==> src/rtl/core/vrt_pkg.sv <==
// Shared types and constants for the voxel ray traversal block.
package vrt_pkg;

  localparam int COORD_W = 32;  // Q16.16 coordinate
  localparam int GRID_W  = 20;  // grid size register
  localparam int GE_W    = 21;  // grid size / remainder, one bit of headroom
  localparam int KW      = 34;  // exact voxel key
  localparam int SPAN_W  = 36;  // |dkx|+|dky|+|dkz|
  localparam int ITER_W  = 37;  // 2*span+1
  localparam int T_W     = 64;  // crossing parameter, unsigned Q32.32
  localparam int OUT_W   = 23;  // voxel index field
  localparam int DNUM_W  = 53;  // divider dividend / quotient
  localparam int DDEN_W  = 33;  // divider divisor / remainder
  localparam int QDEPTH  = 2;

  localparam logic [GRID_W-1:0] GRID_RESET = 20'd13107;
  localparam logic [T_W-1:0]    T_NEVER    = {T_W{1'b1}};
  localparam logic [T_W-1:0]    T_ONE      = 64'h0000_0001_0000_0000;

  // one classified ray, handed from front to back
  typedef struct packed {
    logic                   empty;
    logic [SPAN_W-1:0]      span;
    logic [2:0][KW-1:0]     ks;
    logic [2:0][KW-1:0]     ke;
    logic [2:0]             neg;
    logic [2:0][T_W-1:0]    tmax;
    logic [2:0][T_W-1:0]    tdel;
  } entry_t;

endpackage

==> src/rtl/core/vrt_queue.sv <==
// Two-entry queue between setup and walk.
module vrt_queue import vrt_pkg::*; (
  input  logic   clk,
  input  logic   rst,
  input  logic   push,
  input  entry_t wdata,
  output logic   full,
  input  logic   pop,
  output logic   empty,
  output entry_t rdata
);

  localparam int AW = $clog2(QDEPTH);

  entry_t        mem [QDEPTH];
  logic [AW-1:0] wp;
  logic [AW-1:0] rp;
  logic [AW:0]   cnt;

  assign full  = (cnt == (AW+1)'(QDEPTH));
  assign empty = (cnt == '0);
  assign rdata = mem[rp];

  always_ff @(posedge clk) begin
    if (push) mem[wp] <= wdata;
  end

  always_ff @(posedge clk) begin
    if (rst) begin
      wp  <= '0;
      rp  <= '0;
      cnt <= '0;
    end else begin
      if (push) wp <= (wp == AW'(QDEPTH - 1)) ? '0 : AW'(wp + 1'b1);
      if (pop)  rp <= (rp == AW'(QDEPTH - 1)) ? '0 : AW'(rp + 1'b1);
      cnt <= (AW+1)'(cnt + push - pop);
    end
  end

endmodule

==> config.mk <==
export PLATFORM = sky130hd
export DESIGN_NAME = vrt_queue
export DESIGN_NICKNAME = d
export VERILOG_FILES = /design/src/rtl/core/vrt_pkg.sv /design/src/rtl/core/vrt_queue.sv
export SDC_FILE = /design/constraint.sdc
export NUM_CORES = 1
export LEC_CHECK = 0
export BUFFER_PORTS_ARGS = -buffer_cell sky130_fd_sc_hd__buf_2
export CAP_MARGIN = 20
export CORE_AREA = 4 4 486 488
export DETAILED_ROUTE_END_ITERATION = 7
export DIE_AREA = 0 0 490 492
export HOLD_SLACK_MARGIN = 0.03
export SLEW_MARGIN = 20
export SYNTH_ARGS = -nofsm -noshare
export SYNTH_HDL_FRONTEND = slang
export SYNTH_SLANG_ARGS = --single-unit
==> constraint.sdc <==
create_clock -name clk -period 46.1 [get_ports clk]
set_clock_uncertainty 0.15 [all_clocks]
set_input_delay 0 -clock clk [delete_from_list [all_inputs] [get_ports clk]]
set_output_delay 0 -clock clk [all_outputs]
set_load 0.1 [all_outputs]
# Word level (Yosys, flattened, before mapping)
# Memories as Yosys holds them, arrays and structs flattened. A register that Yosys moved wholly into a read port is not among the register bits.
# Cells that the tools add are included.
# totals
inputBits	632
mem_bits_rw	1256
output_inout_bits	630
word_cells	16
regBits	4
n_memories	1
# op_classes
n_addsub	4
eq_ne	1
n_reduce_logical	1
mux	6
# mem_list
memory	words	width	rd	rd_clocked_by_memory_dff	write_ports	line	source
mem	2	628	1	1	1	vrt_queue.sv:15	entry_t mem [QDEPTH];
# op_table
operator	n
$mux W1	6
$add A1 B1 Y1 const B	2
$add A2 B1 Y2	1
$eq A2 B2 Y1 const B	1
$logic_not A2 Y1	1
$sub A2 B1 Y2	1

# Depth between registers and ports, before layout
# depth
word_depth	4
depth_mapped	6
mapped_depth_nobuf	6

# Worst setup path after synthesis
# No wires, ideal clock.
# synth_path
path_type	reg-to-reg
from	register wp
to	memory mem[0][0] (netlist bit), enable pin
period_less_slack_ps	29812
arrival_time_ps	27950
n_path_buf	0
path_slack_ps	16288
required_time_ps	44239
stages_incl_launch_ff	2
setup_time_ps	1711
path_cell_list	dfxtp_1 -> nor2b_1
# synth_rtl
item	line	source
start, declared	vrt_queue.sv:16	logic [AW-1:0] wp;
start signal, assigned	vrt_queue.sv:34	if (push) wp <= (wp == AW'(QDEPTH - 1)) ? '0 : AW'(wp + 1'b1);
end, declared	vrt_queue.sv:15	
# No word-level cell before the write port.

==> impl_metrics.py <==
metrics = {
    "worst_setup_path": {
        "crit_path_max_incr_delay_ps": 930,
        "cp.required_ps": 45950,
        "cpMaxStageDelayCell": "dfxtp_4",
        "critPathMostFrequentCell": "buf_4",
        "cp_max_fo": 59,
        "worst_r2r_endpoint": "mem[0][306]",
        "reg2reg_slack_ps": 41980,
        "reg2regPathDepth": 4,
        "cp.arrival_ps": 4400,
        "path_cells": "buf_4 > buf_4 > buf_4 > mux2_2 > buf_2",
        "r2r-start": "wp",
        "crit_type": "flip-flop to output port",
        "end_kind": "output port",
        "start_kind": "flip-flop",
    },
    "timing": {
        "rsz0062_at_grt": "false",
        "max_freq_mhz": 220,
        "min_period_over_period_pct": 9.86,
        "hold_violations": 0,
        "final.setup.tns_ps": 0,
        "report.final.slew_viol_count": 0,
        "finalSetupViolCount": 0,
        "slew_headroom_pct": 21.7,
        "tightest_slew_ps": 1170,
        "period_minus_slack_ps": 4550,
        "setup_ws_ps": 41550,
    },
    "global_route": {
        "use_met1_pct": 15.6,
        "gr-total-overflow": 0,
        "grt_pass1_wl_mm": 243,
        "grt_max_degree": 164,
        "busiest_layer": "met2",
        "gr-usage-all-layers_pct": 14.0,
        "grt_pass1_vias": 31877,
        "met2_usage_pct": 24.5,
        "antenna_found_initial": 146,
        "use_met3_pct": 5.82,
    },
    "place": {
        "portBuffers": 1261,
        "hpwl_mm": 129,
        "gp_congestion": 0.861,
        "dp_slack_ps": 41930,
    },
    "yosys": {
        "synthTopCellsByArea": "edfxtp_1 (82%), mux2_2 (15%), buf_6 (1.7%)",
        "ys_ff_latch": 1261,
        "syn_area_um2": 45800,
        "synth_nets": 2609,
        "synth_top_cell_by_area": "edfxtp_1",
        "synthDistinctLibCells": 12,
        "synth_area_per_cell_um2": 23.2,
        "seq_area_frac_synth_pct": 82.6,
        "synth_top_area_share_pct": 82.4,
        "yosys_warnings": 0,
        "synth_cells": 1975,
    },
    "power_and_ir_drop": {
        "ir_drop_v": 0.0000494,
        "switching_share_pct": 34.1,
        "p_leak_nw": 27.0,
        "power_density_nw_per_um2": 45.7,
        "clockPowerShare_pct": 34.8,
        "netSwitchingPower_mw": 1.14,
        "comb_power_share_pct": 24.6,
        "internal_power_mw": 2.20,
        "power_frac_seq_pct": 40.6,
    },
    "floorplan": {
        "die_h_um": 492,
        "die_w_um": 490,
        "initial_core_util_pct": 19.7,
        "coreArea_um2": 232000,
        "row_count": 177,
        "die_area_um2": 241000,
        "ios": 1262,
    },
    "flow_run": {
        "maxCapViolCount": 0,
    },
    "clock_tree": {
        "cts.repair.resized": 0,
        "cts_buffer_depth": 3,
        "cts.clk_slew.worst_paths_ps": 60,
        "htree_levels": 4,
        "cts_buffers": 145,
        "cts_setup_buffers": 0,
        "root_buffer": "clkbuf_16",
        "cts.sinks": 1261,
        "clk_latency_ps": 750,
        "cts_hold_buf": 1262,
        "cts_tree": "yes",
    },
    "route": {
        "routedWlPerCell_um": 22.4,
        "drtIter0Drc": 1739,
        "drtPass1Iterations": 5,
        "via_per_inst": 3.84,
        "drc": 0,
        "vias": 30001,
        "ant_nets": 0,
        "routed_wl_mm": 175,
    },
    "cells_and_area": {
        "area_delta_synth_final_pct": 59.6,
        "layout.nets": 5236,
        "final_util_pct": 31.5,
        "final_common_cell": "dlygate4sd3_1",
        "final_cell_mix": "dlygate4sd3_1 (1262), buf_2 (1261), edfxtp_1 (1256)",
        "drive_gt1_share_pct": 45.3,
    },
    "hold_path": {
        "min_from": "wdata[577]",
        "hp-class": "input port to flip-flop",
        "hold_path_end": "mem[0][577]",
        "holdPathStages": 2,
    },
    "status": {
        "status": "complete, no violations",
    },
}
-- sequential cells by signal (all words and copies together), names as in the netlist, named ones only --
register / flops
rp: 1
wp: 1
cnt: 2
mem: 1256
-- logic make-up after synthesis --
kind of cell,share of synthesized area [%]
xor gates and xnor gates,0.0874
muxes,15.4
adders and majority gates,0.0546
DFF,82.6
buffers and inverters,1.74
and+or+nand+nor,0.0956
-- stage by stage --
| step | std cells | cell area (um^2) | hold slack (ps) | total power [mW] |
|---|---|---|---|---|
| global route | 7793 | 73000 | 83.7 | 3.46 |
| detailed placement | 6234 | 55400 | 41.2 | 2.12 |
| floorplan | 1975 | 45800 | -78.4 | 2.02 |
| global placement | 6234 | 55400 | 37.3 | 2.11 |
| CTS | 7765 | 72900 | 90.7 | 3.39 |
| finish | 7818 | 73100 | 134 | 3.34 |
-- critical path, delay by kind of cell, from the launching register on --
kind	cells	cell delay (ps)
buffers and inverters	4	2270
DFF	1	930
muxes	1	300
-- synthesized netlist by cell type --
| master | number |
|---|---|
| edfxtp_1 | 1256 |
| xnor3_1 | 1 |
| xnor2_1 | 2 |
| and2_1 | 1 |
| buf_6 | 70 |
| nor2_1 | 5 |
| ha_1 | 2 |
| mux2_1 | 1 |
| mux2_2 | 627 |
| dfxtp_1 | 5 |
| nor2b_1 | 3 |
| inv_1 | 2 |
-- power by group through the flow --
stage | logic, mW | clock network (mW) | registers, mW
floorplan | 0.583 | 0 | 1.44
detailed placement | 0.736 | 0 | 1.38
global route | 0.851 | 1.25 | 1.36
global placement | 0.733 | 0 | 1.38
finish | 0.823 | 1.16 | 1.36
CTS | 0.831 | 1.20 | 1.36
-- worst max path at each step --
stage | from | end | slack, ps
2_1_floorplan | wp | mem[0][0] | 16290
3_3_place_gp | wp | mem[0][319] | 42030
3_5_place_dp | wp | mem[0][319] | 41930
4_1_cts | flip-flop | rdata[342] | 41320
5_1_grt | flip-flop | rdata[342] | 41240
6_report | flip-flop | rdata[344] | 41550
-- metal layers --
metal	wire length (um)	part of all wire, %
met2	87000	50
met1	64900	37
met3	16900	9.6
met4	5740	3.3
met5	545	0.31
-- final cells by class --
cell class,count,area (um^2)
timing repair buffer,2550,19200
clock inverter,102,1140
sequential,1261,37800
antenna,51,128
multi-input combinational,642,7190
clock buffer,167,3740
inverter,2,7.51
fill,22475,159000
tap,3043,3810
Note: power is estimated with default switching activity, not from simulation.
