File: config.mk
export PLATFORM = sky130hd
export DESIGN_NAME = vrt_front
export DESIGN_NICKNAME = d
export VERILOG_FILES = /design/src/rtl/core/vrt_pkg.sv /design/src/rtl/core/vrt_div.sv /design/src/rtl/core/vrt_front.sv
export SDC_FILE = /design/constraint.sdc
export NUM_CORES = 2
export LEC_CHECK = 0
export ABC_AREA = 1
export BUFFER_PORTS_ARGS = -buffer_cell sky130_fd_sc_hd__buf_4
export CORE_ASPECT_RATIO = 2
export CORE_MARGIN = 8
export CORE_UTILIZATION = 26
export DETAILED_ROUTE_END_ITERATION = 12
export HOLD_SLACK_MARGIN = 0.02
export PLACE_DENSITY = 0.43
export SLEW_MARGIN = 20
export SYNTH_ARGS = -nofsm -noshare
export SYNTH_HDL_FRONTEND = slang
export SYNTH_HIERARCHICAL = 1
export SYNTH_SLANG_ARGS = --single-unit
File: constraint.sdc
create_clock -name clk -period 52.7 [get_ports clk]
set_input_delay 2.635 -clock clk [delete_from_list [all_inputs] [get_ports clk]]
set_output_delay 2.635 -clock clk [all_outputs]
set_load 0.03 [all_outputs]
File: src/rtl/core/vrt_pkg.sv
// Shared types and constants for the voxel ray traversal block.
package vrt_pkg;

  localparam int COORD_W = 32;  // Q16.16 coordinate
  localparam int GRID_W  = 20;  // grid size register
  localparam int GE_W    = 21;  // grid size / remainder, one bit of headroom
  localparam int KW      = 34;  // exact voxel key
  localparam int SPAN_W  = 36;  // |dkx|+|dky|+|dkz|
  localparam int ITER_W  = 37;  // 2*span+1
  localparam int T_W     = 64;  // crossing parameter, unsigned Q32.32
  localparam int OUT_W   = 23;  // voxel index field
  localparam int DNUM_W  = 53;  // divider dividend / quotient
  localparam int DDEN_W  = 33;  // divider divisor / remainder
  localparam int QDEPTH  = 2;

  localparam logic [GRID_W-1:0] GRID_RESET = 20'd13107;
  localparam logic [T_W-1:0]    T_NEVER    = {T_W{1'b1}};
  localparam logic [T_W-1:0]    T_ONE      = 64'h0000_0001_0000_0000;

  // one classified ray, handed from front to back
  typedef struct packed {
    logic                   empty;
    logic [SPAN_W-1:0]      span;
    logic [2:0][KW-1:0]     ks;
    logic [2:0][KW-1:0]     ke;
    logic [2:0]             neg;
    logic [2:0][T_W-1:0]    tmax;
    logic [2:0][T_W-1:0]    tdel;
  } entry_t;

endpackage

File: src/rtl/core/vrt_div.sv
// Restoring unsigned divider, one quotient bit per cycle.
module vrt_div import vrt_pkg::*; (
  input  logic              clk,
  input  logic              rst,
  input  logic              start,
  input  logic [DNUM_W-1:0] num,
  input  logic [DDEN_W-1:0] den,
  output logic              done,
  output logic [DNUM_W-1:0] quo,
  output logic [DDEN_W-1:0] rem
);

  localparam int CW = $clog2(DNUM_W + 1);

  logic [CW-1:0]     cnt;
  logic              busy;
  logic [DDEN_W-1:0] dvs;
  logic [DDEN_W:0]   trial;
  logic              fits;

  assign trial = {rem, quo[DNUM_W-1]};
  assign fits  = trial >= {1'b0, dvs};

  always_ff @(posedge clk) begin
    if (rst) begin
      busy <= 1'b0;
      done <= 1'b0;
      cnt  <= '0;
    end else begin
      done <= busy && !start && (cnt == CW'(1));
      if (start) begin
        busy <= 1'b1;
        cnt  <= CW'(DNUM_W);
        quo  <= num;
        rem  <= '0;
        dvs  <= den;
      end else if (busy) begin
        rem <= fits ? DDEN_W'(trial - {1'b0, dvs}) : trial[DDEN_W-1:0];
        quo <= {quo[DNUM_W-2:0], fits};
        cnt <= cnt - 1'b1;
        if (cnt == CW'(1)) begin
          busy <= 1'b0;
        end
      end
    end
  end

endmodule

File: src/rtl/core/vrt_front.sv
// Front end: takes a ray, quantizes both points and sets up the DDA per axis.
module vrt_front import vrt_pkg::*; (
  input  logic                      clk,
  input  logic                      rst,
  input  logic [GRID_W-1:0]         voxel_edge,
  input  logic                      in_valid,
  output logic                      in_ready,
  input  logic signed [COORD_W-1:0] start_x,
  input  logic signed [COORD_W-1:0] start_y,
  input  logic signed [COORD_W-1:0] start_z,
  input  logic signed [COORD_W-1:0] end_x,
  input  logic signed [COORD_W-1:0] end_y,
  input  logic signed [COORD_W-1:0] end_z,
  output logic                      q_push,
  input  logic                      q_full,
  output entry_t                    q_data
);

  typedef enum logic [2:0] {F_IDLE, F_DIV_S, F_DIV_E, F_DIV_T, F_DIV_M, F_PUSH} fstate_t;

  fstate_t st;
  logic    go;
  logic    go_next;
  logic    div_done;
  logic [2:0][COORD_W-1:0] s;
  logic [2:0][COORD_W-1:0] e;
  logic [2:0][KW-1:0]      ks;
  logic [2:0][KW-1:0]      ke;
  logic [2:0][GE_W-1:0]    rs;
  logic [2:0][T_W-1:0]     tmax;
  logic [2:0][T_W-1:0]     tdel;

  logic [GE_W-1:0]         g;
  logic [2:0][DNUM_W-1:0]  dnum;
  logic [2:0][DDEN_W-1:0]  dden;
  logic [2:0]              ddone;
  logic [2:0][DNUM_W-1:0]  dquo;
  logic [2:0][DDEN_W-1:0]  drem;
  logic [2:0][KW-1:0]      key;
  logic [2:0][GE_W-1:0]    rfix;
  logic [2:0][KW-1:0]      dk;
  logic [2:0][KW-1:0]      dkabs;
  logic [2:0][DDEN_W-1:0]  dabs;
  logic [2:0][T_W-1:0]     tq;

  assign g        = (voxel_edge == '0) ? GE_W'(1) : {1'b0, voxel_edge};
  assign in_ready = (st == F_IDLE);
  assign q_push   = (st == F_PUSH) && !q_full;
  assign div_done = &ddone;
  assign go_next  = (st == F_IDLE && in_valid) ||
                    (div_done && (st == F_DIV_S || st == F_DIV_E || st == F_DIV_T));

  for (genvar a = 0; a < 3; a++) begin : g_axis
    logic              sgn;
    logic [COORD_W-1:0] src;
    logic [COORD_W-1:0] mag;
    logic [DDEN_W-1:0]  d;
    logic [GE_W-1:0]    r0;
    logic               nz;

    assign src = (st == F_DIV_E) ? e[a] : s[a];
    assign sgn = src[COORD_W-1];
    assign mag = sgn ? COORD_W'(~src + 1'b1) : src;
    assign d   = DDEN_W'({e[a][COORD_W-1], e[a]} - {s[a][COORD_W-1], s[a]});
    assign dabs[a]  = d[DDEN_W-1] ? DDEN_W'(~d + 1'b1) : d;
    assign dk[a]    = KW'(ke[a] - ks[a]);
    assign dkabs[a] = dk[a][KW-1] ? KW'(~dk[a] + 1'b1) : dk[a];

    // floor division fix-up for negative coordinates
    assign r0      = drem[a][GE_W-1:0];
    assign nz      = (r0 != '0);
    assign key[a]  = sgn ? KW'(~dquo[a][KW-1:0] + {{(KW-1){1'b0}}, !nz}) : dquo[a][KW-1:0];
    assign rfix[a] = !sgn ? r0 : (nz ? GE_W'(g - r0) : '0);
    assign tq[a]   = (dk[a] == '0) ? T_NEVER : T_W'(dquo[a]);

    always_comb begin
      unique case (st)
        F_DIV_T: begin
          dnum[a] = {g, 32'd0};
          dden[a] = dabs[a];
        end
        F_DIV_M: begin
          // positive step: far face; negative step: the voxel's own face
          dnum[a] = {(dk[a][KW-1] ? rs[a] : GE_W'(g - rs[a])), 32'd0};
          dden[a] = dabs[a];
        end
        default: begin
          dnum[a] = {{(DNUM_W-COORD_W){1'b0}}, mag};
          dden[a] = {{(DDEN_W-GE_W){1'b0}}, g};
        end
      endcase
    end

    vrt_div u_div (
      .clk   (clk),
      .rst   (rst),
      .start (go),
      .num   (dnum[a]),
      .den   (dden[a]),
      .done  (ddone[a]),
      .quo   (dquo[a]),
      .rem   (drem[a])
    );
  end

  always_comb begin
    q_data       = '0;
    q_data.span  = SPAN_W'({2'b0, dkabs[0]} + {2'b0, dkabs[1]} + {2'b0, dkabs[2]});
    q_data.empty = (dk == '0);
    q_data.ks    = ks;
    q_data.ke    = ke;
    q_data.tmax  = tmax;
    q_data.tdel  = tdel;
    for (int a = 0; a < 3; a++) q_data.neg[a] = dk[a][KW-1];
  end

  always_ff @(posedge clk) begin
    if (rst) begin
      st <= F_IDLE;
      go <= 1'b0;
    end else begin
      go <= go_next;
      unique case (st)
        F_IDLE: begin
          if (in_valid) begin
            s  <= {start_z, start_y, start_x};
            e  <= {end_z, end_y, end_x};
            st <= F_DIV_S;
          end
        end
        F_DIV_S: begin
          if (div_done) begin
            ks <= key;
            rs <= rfix;
            st <= F_DIV_E;
          end
        end
        F_DIV_E: begin
          if (div_done) begin
            ke <= key;
            st <= F_DIV_T;
          end
        end
        F_DIV_T: begin
          if (div_done) begin
            tdel <= tq;
            st   <= F_DIV_M;
          end
        end
        F_DIV_M: begin
          if (div_done) begin
            tmax <= tq;
            st   <= F_PUSH;
          end
        end
        F_PUSH: begin
          if (!q_full) st <= F_IDLE;
        end
        default: st <= F_IDLE;
      endcase
    end
  end

endmodule

# Word level (Yosys, flattened, before mapping)
# Index checks and enable logic that the tools add are counted.
# W data, S select, Z words.
[op_classes]
addsub = 32
n_lt_le_gt_ge = 3
eq_ne = 14
mux = 68
bitwise = 13
reduce_logical = 45
[ops]
columns = ["op", "count"]
rows = [
  ["$mux W53", 6],
  ["$pmux W53 S2", 3],
  ["$mux W32", 9],
  ["$mux W21", 12],
  ["$mux W34", 6],
  ["$not A34 Y34", 6],
  ["$mux W33", 6],
  ["$mux W64", 3],
  ["$sub A20 B21 Y21", 6],
  ["$add A34 B1 Y34", 3],
  ["$add A34 B1 Y34 const B", 3],
  ["$ge A34 B33 Y1", 3],
  ["$logic_not A102 Y1", 1],
  ["$logic_not A34 Y1", 3],
  ["$sub A34 B34 Y34", 3],
  ["$add A33 B1 Y33 const B", 3],
  ["$not A33 Y33", 3],
  ["$sub A32 B32 Y33", 3],
  ["$sub A33 B33 Y33", 3],
  ["$add A32 B1 Y32 const B", 3],
  ["$not A32 Y32", 3],
  ["$reduce_bool A21 Y1", 3],
  ["$add A35 B34 Y36", 1],
  ["$mux W6", 6],
  ["other kinds (23)", 74],
]
[totals]
register_bits = 1228
input_bits = 216
out_inout_bits = 630
word_cells = 225

# Logic depth before layout (Yosys ltp)
[depth]
ltp_word = 7
depth_mapped = 36
mapped_depth_nobuf = 34

# Hierarchy
# Netlist, hierarchy kept.
[by_module_without_submodules]
columns = ["module", "instances", "cells_each", "area_per_inst_um2", "seq_area_each_um2"]
rows = [
  ["vrt_front", 1, 8830, 64037.7, 23592.6],
  ["vrt_div", 3, 1088, 8259.2, 3733.6],
]

# Least setup slack after synthesis
# No wires, ideal clock.
[synth_timing]
path_kind = "input to register"
startpoint = "input port rst"
endpoint = "register tdel, in the netlist q_data[0] (enable)"
setup_time_ns = 1.080
t_arrival_ns = 18.130
required_ns = 51.620
path_slack_ns = 33.490
stages = 3
path_buffers = 0
cell_sequence = "inv_1 -> nand4_1 -> nor4_1"
[synth_between]
elab_chain_len = 2
[synth_rtl]
columns = ["element", "line", "text"]
rows = [
  ["start: declaration", "vrt_front.sv:4", "input logic rst,"],
  ["$not A1 Y1 (no source line)", "n/a", ""],
  ["$reduce_and A5 Y1 (no source line)", "n/a", ""],
  ["end signal: assignment", "vrt_front.sv:146", "tdel <= tq;"],
  ["end: declaration", "vrt_front.sv:31", "logic [2:0][T_W-1:0] tdel;"],
]
# Every way passes these cells.
# A chain may end at the register's enable or synchronous reset.

==> results.json <==
{
  "row_count": 303,
  "cp-start-kind": "flip-flop",
  "synth_seq_area_share_pct": 39.2,
  "grt_max_degree": 132,
  "die_w_um": 429,
  "final-setup-viol-count": 0,
  "synth_xor_area_share_pct": 3.71,
  "synth_top_family_by_area": "simple AND/OR/NAND/NOR gates",
  "irDropWorstVdd_mv": 0.0310,
  "cts.path.max_buffers": 3,
  "cts.sinks": 1168,
  "synth_compound_area_share_pct": 8.40,
  "first_pass_iters": 6,
  "track_usage_pct": 22.4,
  "hold_path_class": "reg2reg",
  "slew_headroom_pct": 18.5,
  "finalCritPeriodShare_pct": 20.1,
  "cts_resized": 0,
  "yosysWarnings": 6,
  "syn-num-nets": 12800,
  "hold_buffers": 0,
  "n_fill_cell": 37500,
  "worstMarginPinSlew_ps": 1210,
  "synth-simple-area-share_pct": 30.3,
  "critPathMaxStageDelay_ps": 840,
  "path_class": "reg2out",
  "final_core_util_pct": 30.5,
  "grt_overflow": 0,
  "nets": 13600,
  "synthFlopType": "edfxtp_1",
  "hpwl_mm": 355,
  "wl_per_cell_um": 24.4,
  "postRouteAntennaNets": 0,
  "cp.required_ps": 50060,
  "synth_seq_cells": 1168,
  "cts_tree": "done",
  "arrival_ps": 7960,
  "clock-root-buffer": "clkbuf_16",
  "yosysTopAreaCell": "edfxtp_1",
  "clk_latency_ps": 860,
  "fmax_ghz": 0.0944,
  "synthAdderAreaFrac_pct": 7.72,
  "core-area_um2": 340000,
  "tns_ps": 0,
  "initial_core_util_pct": 26.1,
  "ys_top_cells_by_area": "edfxtp_1, nand2_1, inv_1",
  "die_h_um": 843,
  "antenna_found_initial": 14,
  "powerDensity_nw_per_um2": 34.8,
  "crit_slowest_cell": "xnor2_2",
  "synthesis.area_um2": 88800,
  "port_buffers": 845,
  "ys_async_sr_fraction_pct": 0,
  "leakagePower_nw": 49.8,
  "syn_avg_cell_area_um2": 7.34,
  "drc": 0,
  "area_delta_synth_final_pct": 16.9,
  "fin_skew_ps": 96.9,
  "synth_top_cells_by_count": "nand2_1, inv_1, edfxtp_1, nor2_1, nand3_1",
  "drv_cap": 0,
  "crit_path_frequent_cell": "nand2_1",
  "run_status": "complete, no violations",
  "pin_count": 846,
  "rsz0062_at_grt": "no",
  "die-area_um2": 362000,
  "period_minus_slack_ps": 10590,
  "routed_wirelength_mm": 424,
  "cts_made_buffers": 121,
  "final-max-slew-violation-count": 0,
  "initialDrtViolationCount": 4762,
  "final_hold_viol_count": 0,
  "grt_pass1_vias": 82900,
  "yosysTopAreaCellShare_pct": 38.5,
  "htreeDepth": 3,
  "cp_max_fo": 6,
  "place.gp.congestion": 0.995,
  "grt_first_pass_wirelength_mm": 592,
  "synthMuxAreaShare_pct": 0,
  "syn_inst": 12100,
  "cts_setup_buffers": 0,
  "cp-end-kind": "output pin",
  "synth.distinct_cells": 74,
  "clk_pin_slew_ps": 70,
  "viasPerCell": 4.69,
  "synth_edf_count": 1140,
  "vias": 81500,
  "drive_gt1_share_pct": 11.8,
  "yosysMostFrequentCell": "nand2_1"
}
-- per-layer routing --
layer	vias up	part of all wire, %	track usage, %
met1	38500	36	22.8
met3	684	3.9	2.77
met2	2046	53	43.4
met4	8	7.1	13.0
li1	40300	-	-
met5	-	0.014	0
-- stage by stage --
stage	setup slack, ps	std cells	hold slack, ps	power (mW)	area, um2
6_report	42110	17400	499	3.61	104000
5_1_grt	41920	17400	518	3.84	104000
4_1_cts	42190	17400	501	3.66	104000
3_5_place_dp	43160	17200	486	2.71	99700
3_3_place_gp	43200	17200	486	2.71	99700
2_1_floorplan	33490	12100	461	2.17	88800
-- final timing paths --
check        cells after the start                                 from  slack [ps]                                   to
max                             29                q_data[387]$_DFFE_PP_       42110                          q_data[617]
min                              2  g_axis[0].u_div/cnt[4]$_SDFFE_PP0N_         500  g_axis[0].u_div/cnt[4]$_SDFFE_PP0N_
max reg2reg                     21                q_data[467]$_DFFE_PP_       47850                q_data[320]$_DFFE_PP_
min reg2reg                      2  g_axis[0].u_div/cnt[4]$_SDFFE_PP0N_         500  g_axis[0].u_div/cnt[4]$_SDFFE_PP0N_
-- sequential cells by signal, indices dropped and copies added, names as in the netlist --
| name | count |
|---|---|
| g_axis.u_div/cnt | 18 |
| e | 96 |
| g_axis.u_div/rem | 99 |
| s | 96 |
| go | 1 |
| g_axis.u_div/dvs | 99 |
| g_axis.u_div/busy | 3 |
| st | 3 |
| q_data | 528 |
| rs | 63 |
| g_axis.u_div/done | 3 |
| g_axis.u_div/quo | 159 |
-- power by group --
group          switching [mW]  internal, mW  total [mW]
clock network           0.430         0.495       0.926
registers              0.0652          1.17        1.23
logic                    1.06         0.395        1.46
-- critical path, delay by kind of cell, from the launching register on --
family / cells / cell delay, ps
flops: 1 / 400
fa+ha+maj: 4 / 1340
compound gates: 3 / 750
simple gates: 14 / 2820
buf+inv: 5 / 540
xor+xnor: 3 / 1250
-- cells in the final DEF (no fill, tap or decap), types with 65 or more instances in the layout --
cell type and instances:
nand2_2 133, nand4_1 140, nand3_1 591, clkbuf_16 123
ha_1 468, o21ai_1 65, nor2_1 1066, xnor2_1 72
a21oi_1 565, xor2_1 287, edfxtp_1 1140, nand2_1 3831
inv_1 2005, o21ai_0 497, buf_4 918, nor2_2 100
nand3b_1 120, nor3_1 144
-- cell families after synthesis --
family | Yosys count
buffers and inverters | 2342
adders and majority gates | 518
and+or+nand+nor | 6323
xor gates and xnor gates | 371
AOI/OAI and AO/OA | 1372
DFF | 1168
-- cell type report --
class | count | area (um2) | area share (%)
flip-flops and latches | 1168 | 34800 | 33.5
diodes | 3 | 7.51 | 0.00723
clock inverters | 83 | 987 | 0.950
repair buffers | 921 | 6950 | 6.69
well taps | 4422 | 5530 | 5.33
clock buffers | 142 | 3160 | 3.04
multi-input cells | 8584 | 44700 | 43.0
inverters | 2055 | 7750 | 7.46
Note: power is estimated with default switching activity, not from simulation.
