`src/rtl/core/vrt_pkg.sv`:
```
// Shared types and constants for the voxel ray traversal block.
package vrt_pkg;

  localparam int COORD_W = 32;  // Q16.16 coordinate
  localparam int GRID_W  = 20;  // grid size register
  localparam int GE_W    = 21;  // grid size / remainder, one bit of headroom
  localparam int KW      = 34;  // exact voxel key
  localparam int SPAN_W  = 36;  // |dkx|+|dky|+|dkz|
  localparam int ITER_W  = 37;  // 2*span+1
  localparam int T_W     = 64;  // crossing parameter, unsigned Q32.32
  localparam int OUT_W   = 23;  // voxel index field
  localparam int DNUM_W  = 53;  // divider dividend / quotient
  localparam int DDEN_W  = 33;  // divider divisor / remainder
  localparam int QDEPTH  = 2;

  localparam logic [GRID_W-1:0] GRID_RESET = 20'd13107;
  localparam logic [T_W-1:0]    T_NEVER    = {T_W{1'b1}};
  localparam logic [T_W-1:0]    T_ONE      = 64'h0000_0001_0000_0000;

  // one classified ray, handed from front to back
  typedef struct packed {
    logic                   empty;
    logic [SPAN_W-1:0]      span;
    logic [2:0][KW-1:0]     ks;
    logic [2:0][KW-1:0]     ke;
    logic [2:0]             neg;
    logic [2:0][T_W-1:0]    tmax;
    logic [2:0][T_W-1:0]    tdel;
  } entry_t;

endpackage

```
`src/rtl/core/vrt_back.sv`:
```
// Back end: walks the DDA one iteration per cycle, holding while a result beat is stalled, and drives the result beats.
module vrt_back import vrt_pkg::*; #(
  parameter int MAX_STEPS = 64,
  parameter int KEY_BITS  = 23
) (
  input  logic                    clk,
  input  logic                    rst,
  input  logic                    q_empty,
  input  entry_t                  q_data,
  output logic                    q_pop,
  output logic                    out_valid,
  input  logic                    out_ready,
  output logic signed [OUT_W-1:0] voxel_x,
  output logic signed [OUT_W-1:0] voxel_y,
  output logic signed [OUT_W-1:0] voxel_z,
  output logic                    empty_ray,
  output logic                    truncated,
  output logic                    last
);

  localparam int NW = $clog2(MAX_STEPS + 1);
  localparam int IW = $clog2(2 * MAX_STEPS + 3);

  typedef enum logic [1:0] {B_IDLE, B_WALK, B_FLUSH} bstate_t;

  bstate_t st;
  logic [2:0][KW-1:0]   pos;
  logic [2:0][KW-1:0]   ke;
  logic [2:0]           neg;
  logic [2:0][T_W-1:0]  tmax;
  logic [2:0][T_W-1:0]  tdel;
  logic [ITER_W-1:0]    iters;
  logic [IW-1:0]        i;
  logic [NW-1:0]        n;
  // held item: whether a beat is the final one is only known at the next voxel or at the end of the walk
  logic                 pend_v;
  logic [2:0][KW-1:0]   pend;
  logic                 pend_empty;
  logic                 pend_trunc;

  logic                 slot_free;
  logic                 emit;
  logic                 stall;
  logic                 load_beat;
  logic [1:0]           ax;
  logic [T_W:0]         tsum;
  logic [T_W-1:0]       tnew;
  logic [2:0][T_W-1:0]  tmax_next;
  logic [2:0][KW-1:0]   pos_next;
  logic                 brk;
  logic [NW-1:0]        n_next;
  logic                 cap;
  logic [IW-1:0]        i_next;
  logic                 more;

  function automatic logic [OUT_W-1:0] key_out(input logic [KW-1:0] k);
    logic [KW-1:0] w;
    w = {{(KW-KEY_BITS){k[KEY_BITS-1]}}, k[KEY_BITS-1:0]};
    return w[OUT_W-1:0];
  endfunction

  assign slot_free = !out_valid || out_ready;
  assign q_pop     = (st == B_IDLE) && !q_empty;
  assign emit      = (pos != ke);
  assign stall     = emit && pend_v && !slot_free;
  assign load_beat = (st == B_WALK && !stall && emit && pend_v) ||
                     (st == B_FLUSH && slot_free);

  // ties go to z first, then y
  always_comb begin
    if (tmax[0] < tmax[1]) ax = (tmax[0] < tmax[2]) ? 2'd0 : 2'd2;
    else                   ax = (tmax[1] < tmax[2]) ? 2'd1 : 2'd2;
  end

  assign tsum = {1'b0, tmax[ax]} + {1'b0, tdel[ax]};
  assign tnew = tsum[T_W] ? T_NEVER : tsum[T_W-1:0];

  always_comb begin
    tmax_next     = tmax;
    tmax_next[ax] = tnew;
    pos_next      = pos;
    pos_next[ax]  = neg[ax] ? KW'(pos[ax] - 1'b1) : KW'(pos[ax] + 1'b1);
  end

  assign brk    = (tmax_next[0] > T_ONE) && (tmax_next[1] > T_ONE) && (tmax_next[2] > T_ONE);
  assign n_next = NW'(n + emit);
  assign cap    = emit && (n_next >= NW'(MAX_STEPS));
  assign i_next = IW'(i + 1'b1);
  assign more   = {{(ITER_W-IW){1'b0}}, i_next} < iters;

  always_ff @(posedge clk) begin
    if (rst) begin
      st        <= B_IDLE;
      out_valid <= 1'b0;
      pend_v    <= 1'b0;
    end else begin
      if (load_beat)      out_valid <= 1'b1;
      else if (out_ready) out_valid <= 1'b0;
      unique case (st)
        B_IDLE: begin
          if (!q_empty) begin
            pos        <= q_data.ks;
            ke         <= q_data.ke;
            neg        <= q_data.neg;
            tmax       <= q_data.tmax;
            tdel       <= q_data.tdel;
            iters      <= {q_data.span, 1'b1};
            i          <= '0;
            n          <= '0;
            pend_v     <= 1'b0;
            pend       <= '0;
            pend_empty <= q_data.empty;
            pend_trunc <= 1'b0;
            st         <= q_data.empty ? B_FLUSH : B_WALK;
          end
        end
        B_WALK: begin
          if (!stall) begin
            if (emit) begin
              if (pend_v) begin
                voxel_x   <= key_out(pend[0]);
                voxel_y   <= key_out(pend[1]);
                voxel_z   <= key_out(pend[2]);
                empty_ray <= 1'b0;
                truncated <= 1'b0;
                last      <= 1'b0;
              end
              pend   <= pos;
              pend_v <= 1'b1;
            end
            pos  <= pos_next;
            tmax <= tmax_next;
            n    <= n_next;
            i    <= i_next;
            if (brk || cap || !more) begin
              pend_trunc <= cap && !brk && more;
              st         <= B_FLUSH;
            end
          end
        end
        B_FLUSH: begin
          if (slot_free) begin
            voxel_x   <= key_out(pend[0]);
            voxel_y   <= key_out(pend[1]);
            voxel_z   <= key_out(pend[2]);
            empty_ray <= pend_empty;
            truncated <= pend_trunc;
            last      <= 1'b1;
            pend_v    <= 1'b0;
            st        <= B_IDLE;
          end
        end
        default: st <= B_IDLE;
      endcase
    end
  end

endmodule

```
`config.mk`:
```
export PLATFORM = sky130hd
export DESIGN_NAME = vrt_back
export DESIGN_NICKNAME = d
export VERILOG_FILES = /design/src/rtl/core/vrt_pkg.sv /design/src/rtl/core/vrt_back.sv
export SDC_FILE = /design/constraint.sdc
export NUM_CORES = 2
export LEC_CHECK = 0
export BUFFER_PORTS_ARGS = -buffer_cell sky130_fd_sc_hd__buf_4
export CAP_MARGIN = 20
export CORE_ASPECT_RATIO = 2
export CORE_MARGIN = 2
export CORE_UTILIZATION = 25
export DETAILED_ROUTE_END_ITERATION = 7
export GPL_ROUTABILITY_DRIVEN = 0
export SLEW_MARGIN = 20
export SYNTH_ARGS = -nofsm -noshare
export SYNTH_HDL_FRONTEND = slang
export SYNTH_SLANG_ARGS = --single-unit
```
`constraint.sdc`:
```
create_clock -name clk -period 22.6 [get_ports clk]
set_clock_uncertainty 0.2 [all_clocks]
set_input_delay 1.13 -clock clk [delete_from_list [all_inputs] [get_ports clk]]
set_output_delay 1.13 -clock clk [all_outputs]
set_load 0.01 [all_outputs]
```
== After elaboration in Yosys (flattened, before gate mapping) ==
Cells that the tools add are included.

* $lt $le $gt $ge: 10
* Mux-type cells: 75
* Shift operators: 0
* Equal/unequal tests: 9
* Add/sub/neg operators: 5
* Reduce and logical (&&, ||, !) cells: 35
* Bitwise operators: 2
* Divide/modulo/power cells: 0
* Multipliers: 0

{| class="wikitable"
|+ Operators by type and width
! kind !! number
|-
| 2-to-1 mux 192 bit || 2
|-
| case mux 192 bit (2 select lines) || 1
|-
| 2-to-1 mux 23 bit || 12
|-
| 2-to-1 mux 91 bit || 3
|-
| binary-select mux 64 bit (select 2 bit) || 2
|-
| 2-to-1 mux 64 bit || 4
|-
| 2-to-1 mux 102 bit || 2
|-
| case mux 102 bit (2 select lines) || 1
|-
| bitwise mux 192 bit || 1
|-
| > comparator 64 x 33 -> 1 bit, second input constant || 3
|-
| less-than comparator 64 bit || 3
|-
| case mux 91 bit (2 select lines) || 1
|-
| case mux 23 bit (2 select lines) || 3
|-
| demux 64 bit (select 2 bit) || 1
|-
| bitwise mux 102 bit || 1
|-
| 2-to-1 mux 34 bit || 3
|-
| inequality test 102 bit || 1
|-
| binary-select mux 34 bit (select 2 bit) || 1
|-
| demux 34 bit (select 2 bit) || 1
|-
| adder 64 x 64 -> 65 bit || 1
|-
| less-than comparator 8 x 37 -> 1 bit || 1
|-
| adder 34 x 1 -> 34 bit, second input constant || 1
|-
| subtractor 34 x 1 -> 34 bit, second input constant || 1
|-
| 2-to-1 mux 2 bit || 8
|-
| other kinds (29) || 78
|}

* Memories kept: 0
* Input port bits: 632
* ROM bits: 0
* Output and inout port bits: 74
* Memory bits (writable): 0
* Register bits: 789
* Bits in latches: 0
* Logic and storage cells: 166

== Depth between registers and ports, before layout ==
* Depth in word-level cells: 17
* Depth in mapped cells: 38
* Depth with buffers taken out: 29

== Least setup slack after synthesis ==
No wires, ideal clock.

* Path type: in2reg
* Start: in q_empty
* End: reg iters[10], enable pin
* Library setup time: 1.036 ns
* Required time: 21.364 ns
* Buffers on the path: 0
* Stages on the path: 2
* Arrival time: 15.123 ns
* Setup slack: 6.242 ns
* Path through: nand2b_1 > nor2_1

* Cells in the longest elaborated chain, start to end: 2

{| class="wikitable"
|+ Ends and longest elaborated chain
! element !! line !! source
|-
| start, declared || vrt_back.sv:8 || <nowiki>input logic q_empty,</nowiki>
|-
| inverter 1 bit (no line) || n/a ||
|-
| AND reduction 3 bit (no line) || n/a ||
|-
| end signal, assigned || vrt_back.sv:107 || <nowiki>iters <= {q_data.span, 1'b1};</nowiki>
|-
| end, declared || vrt_back.sv:32 || <nowiki>logic [ITER_W-1:0] iters;</nowiki>
|}

No other way between the ends.
A chain may end at the register's enable or synchronous reset.

== Final worst setup path ==
* Start: reg tmax[17] (netlist bit)
* End: reg st[1]

* Cells in the longest elaborated chain, start to end: 15
* Elaborated cells between the ends (all ways): 25
* Classes of those cells: 1 x add/sub; 7 x order compare; 1 x eq/ne; 10 x mux; 6 x reduce/logical

{| class="wikitable"
|+ Ends and longest elaborated chain
! element !! line !! source
|-
| start, declared || vrt_back.sv:30 || <nowiki>logic [2:0][T_W-1:0] tmax;</nowiki>
|-
| start signal, assigned || vrt_back.sv:105 || <nowiki>tmax <= q_data.tmax;</nowiki>
|-
| start signal, assigned || vrt_back.sv:132 || <nowiki>tmax <= tmax_next;</nowiki>
|-
| less-than comparator 64 bit || vrt_back.sv:71 || <nowiki>if (tmax[0] < tmax[1]) ax = (tmax[0] < tmax[2]) ? 2'd0 : 2'd2;</nowiki>
|-
| 2-to-1 mux 2 bit (2 in series) || vrt_back.sv:71 ||
|-
| binary-select mux 64 bit (select 2 bit) (tied with other cells) || vrt_back.sv:75 || <nowiki>assign tsum = {1'b0, tmax[ax]} + {1'b0, tdel[ax]};</nowiki>
|-
| 2-to-1 mux 64 bit (not written as such) / logical AND 1 bit (equally long branches) || vrt_back.sv:75, vrt_back.sv:80 ||
|-
| adder 64 x 64 -> 65 bit / 2-to-1 mux 64 bit (equally long branches) || vrt_back.sv:75, vrt_back.sv:80 ||
|-
| 2-to-1 mux 64 bit / demux 64 bit (select 2 bit) (equally long branches) || vrt_back.sv:76, vrt_back.sv:80 ||
|-
| bitwise mux 192 bit (*) || vrt_back.sv:80 || <nowiki>tmax_next[ax] = tnew;</nowiki>
|-
| > comparator 64 x 33 -> 1 bit || vrt_back.sv:85 || <nowiki>assign brk = (tmax_next[0] > T_ONE) && (tmax_next[1] > T_ONE) && (tmax_next[2] > T_ONE);</nowiki>
|-
| logical AND 1 bit || vrt_back.sv:85 ||
|-
| logical AND 1 bit (*) || vrt_back.sv:85 ||
|-
| logical OR 1 bit (*) (2 in series) || vrt_back.sv:135 || <nowiki>if (brk || cap || !more) begin</nowiki>
|-
| inequality test 2 x 1 -> 1 bit (no line) (*) || n/a ||
|-
| AND reduction 4 bit (no line) (*) || n/a ||
|-
| end signal, assigned || vrt_back.sv:114 || <nowiki>st <= q_data.empty ? B_FLUSH : B_WALK;</nowiki>
|-
| end, declared || vrt_back.sv:26 || <nowiki>bstate_t st;</nowiki>
|}

Mark *: on every way between the ends. The rest lies on a longest branch, timed or not. The select of a mux whose other input is x is not followed.

==> impl_metrics.yaml <==
critical_path:
  slowest_stage: "a21oi_1"
  path_delay_family: "compound AO/OA/AOI/OAI gates"
  crit_type: "reg -> reg"
  path_buf_inv: 1
  crit_path_max_fanout: 75
  crit_path_end_kind: "flip-flop"
  crit_cells: 26
  rrSetupSlack_ns: 11.82
  critPathMostFrequentCell: "a21oi_1"
  arrival_ns: 11.19
  cp_slowest_stage_delay_ns: 0.90
  start_kind: "flip-flop"
  reg2reg_depth: 26
  crit_required_ns: 23.01
sta:
  fmax_mhz: 92.8
  timing.final.crit_share_pct: 47.7
  slew_violations: 0
  rsz0062_at_grt: "false"
  hold_violations: 0
  worstMarginPinSlew_ns: 1.23
  period_needed_ns: 10.78
  fin_tns_setup_ns: 0
  finalSetupViolCount: 0
  hold_ws_ns: 0.202
  relSlewSlack_pct: 17.7
placed_design:
  post-dp-hpwl_mm: 161
  place_area_um2: 54100
  dpl.cell_count: 7145
  io_buffer_count: 705
clock_network:
  htree_levels: 3
  numCtsBuffers: 80
  cts_tree: "yes"
  root_buffer: "clkbuf_16"
  clk-insertion-delay-late_ns: 0.73
  clk_pin_slew_worst_paths_ns: 0.07
  post_cts_buffers: 0
  cts-resized-gates: 0
  clk_path_buf_depth: 3
  cts_hold_buf: 0
  cts_sinks: 789
layout:
  multi_input_area_um2: 21100
  fillers: 18700
  layout_common_cells: "edfxtp_1 (785), buf_4 (746), nand2_1 (436), o21ai_0 (320), ha_1 (298)"
  drive_gt1_share_pct: 22.2
  final_core_util_pct: 31.0
  final_common_cell: "edfxtp_1"
  regArea_um2: 23700
  final_cell_count_no_fill: 7310
  area_growth_pct: 23.0
  final_area_um2: 56700
  nets: 5809
worst_hold_path:
  hp-class: "reg -> reg"
  whs_path_depth: 0
routing:
  drc: 0
  routed_via_density: 5.28
  drt_pass1_iterations: 6
  wire_per_inst_um: 28.4
  drtIter0Drc: 3966
  ant_nets: 0
  wl_mm: 207
  via_count: 38600
floorplanning:
  dieArea_um2: 188000
  start_util_pct: 25.2
  io_pins: 706
  die_w_um: 308
  die_h_um: 611
  num_rows: 222
  core_area_um2: 183000
power:
  p_leak_nw: 21.8
  powerDensity_nw_per_um2: 110
  ir_drop_uv: 68.2
synthesis:
  syn_area_um2: 46100
  ys_types: 96
  synth_edf_count: 785
  synth_nets: 5179
  synthCells: 4246
  synth_seq_cells: 789
  ys_seq_area_share_pct: 51.3
  avgSynthCellArea_um2: 10.9
  async_reset_ff_share_pct: 0
  yosys_warnings: 0
  synth-main-ff-cell: "edfxtp_1"
grt:
  grt_pass1_wl_mm: 284
  track_usage_pct: 21.4
  first_global_vias: 38300
  overflow: 0
  grt_antenna_before_repair: 54
  grt_max_degree: 181
flow_run:
  cap_violations: 0
outcome:
  outcome: "finished, final reports clean"
## state kept, by name, summed over array words and instances, names as in the netlist, 2 cells and up
signal and flops:
i 8, iters 36, ke 102, n 7
neg 3, pend 69, pos 102, st 2
tdel 192, tmax 192, voxel_x 23, voxel_y 23
voxel_z 23
## worst register-to-register path, stage by stage, from the launching register on
cell,delay (ns)
edfxtp_1,0.46
ha_1,0.35
a211oi_1,0.26
nor2_1,0.14
or3_1,0.41
a211o_1,0.36
a21oi_1,0.35
o31a_2,0.33
and2_4,0.81
buf_4,0.69
a211oi_1,0.17
a21oi_1,0.62
ha_1,0.46
a21oi_1,0.23
o21ai_0,0.22
a21oi_1,0.25
o22ai_1,0.15
a211oi_2,0.68
nand2b_2,0.57
a21oi_1,0.91
nor3b_1,0.35
nand3_1,0.12
o41ai_1,0.56
nand4_1,0.22
o211ai_2,0.45
a31oi_1,0.20
o21a_1,0.21
## path summary, 6_finish.rpt
check,from,endpoint
worst max-delay path,tmax[17]$_DFFE_PP_,st[1]$_SDFFE_PP0P_
worst min-delay path,pend[56]$_SDFFCE_PN0P_,voxel_y[22]$_DFFE_PP_
worst max register to register,tmax[17]$_DFFE_PP_,st[1]$_SDFFE_PP0P_
worst min register to register,pend[56]$_SDFFCE_PN0P_,voxel_y[22]$_DFFE_PP_
## logic make-up (layout without fill, tap and decap cells)
group | count (synthesis) | in the layout | share of synthesized area, %
AOI/OAI and AO/OA | 1122 | 1122 | 15.5
xor gates and xnor gates | 188 | 188 | 3.57
adders and majority gates | 301 | 301 | 8.20
buffers and inverters | 393 | 1085 | 3.25
DFF | 789 | 789 | 51.3
muxes | 238 | 238 | 5.61
other | 0 | 20 | 0
and+or+nand+nor | 1215 | 1215 | 12.5
## metrics by stage
stage | power, mW | setup WS [ns]
global route | 6.51 | 11.28
floorplan | 3.66 | 6.24
CTS | 6.18 | 12.21
finish | 6.26 | 11.82
global placement | 4.76 | 11.72
detailed placement | 4.79 | 12.23
## cell usage after synthesis (33+ instances only)
master     number  share of area [%]
edfxtp_1      785                 51
nand2_1       440                3.6
o21ai_0       322                3.5
ha_1          299                8.1
nor2_1        290                2.4
a21oi_1       288                3.1
inv_1         191                1.6
clkbuf_1      172                1.4
mux2_2        162                4.0
xor2_1        128                2.4
a211oi_1       96                1.6
and2_1         96                1.3
o2bb2ai_1      84                1.6
mux2i_1        76                1.7
nor4_1         72               0.98
a21o_1         71                1.2
nand4_1        69               0.94
xnor2_1        60                1.1
nor3_1         55               0.60
a31oi_1        53               0.72
nand3_1        53               0.58
o211ai_1       33               0.54
## layer usage
metal | vias up | global-route usage (%) | wire, µm
li1 | 17200 | - | -
met1 | 18500 | 23.6 | 73700
met2 | 2130 | 35.9 | 98300
met3 | 662 | 6.07 | 19300
met4 | 58 | 13.7 | 15800
met5 | - | 0.0261 | 367
## layout make-up
type	instances	area share (%)
Tap cell	2352	5.19
Multi-Input combinational cell	3064	37.2
Antenna cell	20	0.0883
Sequential cell	789	41.7
Timing Repair Buffer	750	10.0
Clock inverter	45	0.861
Inverter	191	1.28
Clock buffer	99	3.67
## power by group
part	total, mW	switching [mW]	internal, mW
logic	3.01	2.09	0.926
registers	1.88	0.0950	1.78
clock network	1.37	0.652	0.717
Note: power is estimated with default switching activity, not from simulation.
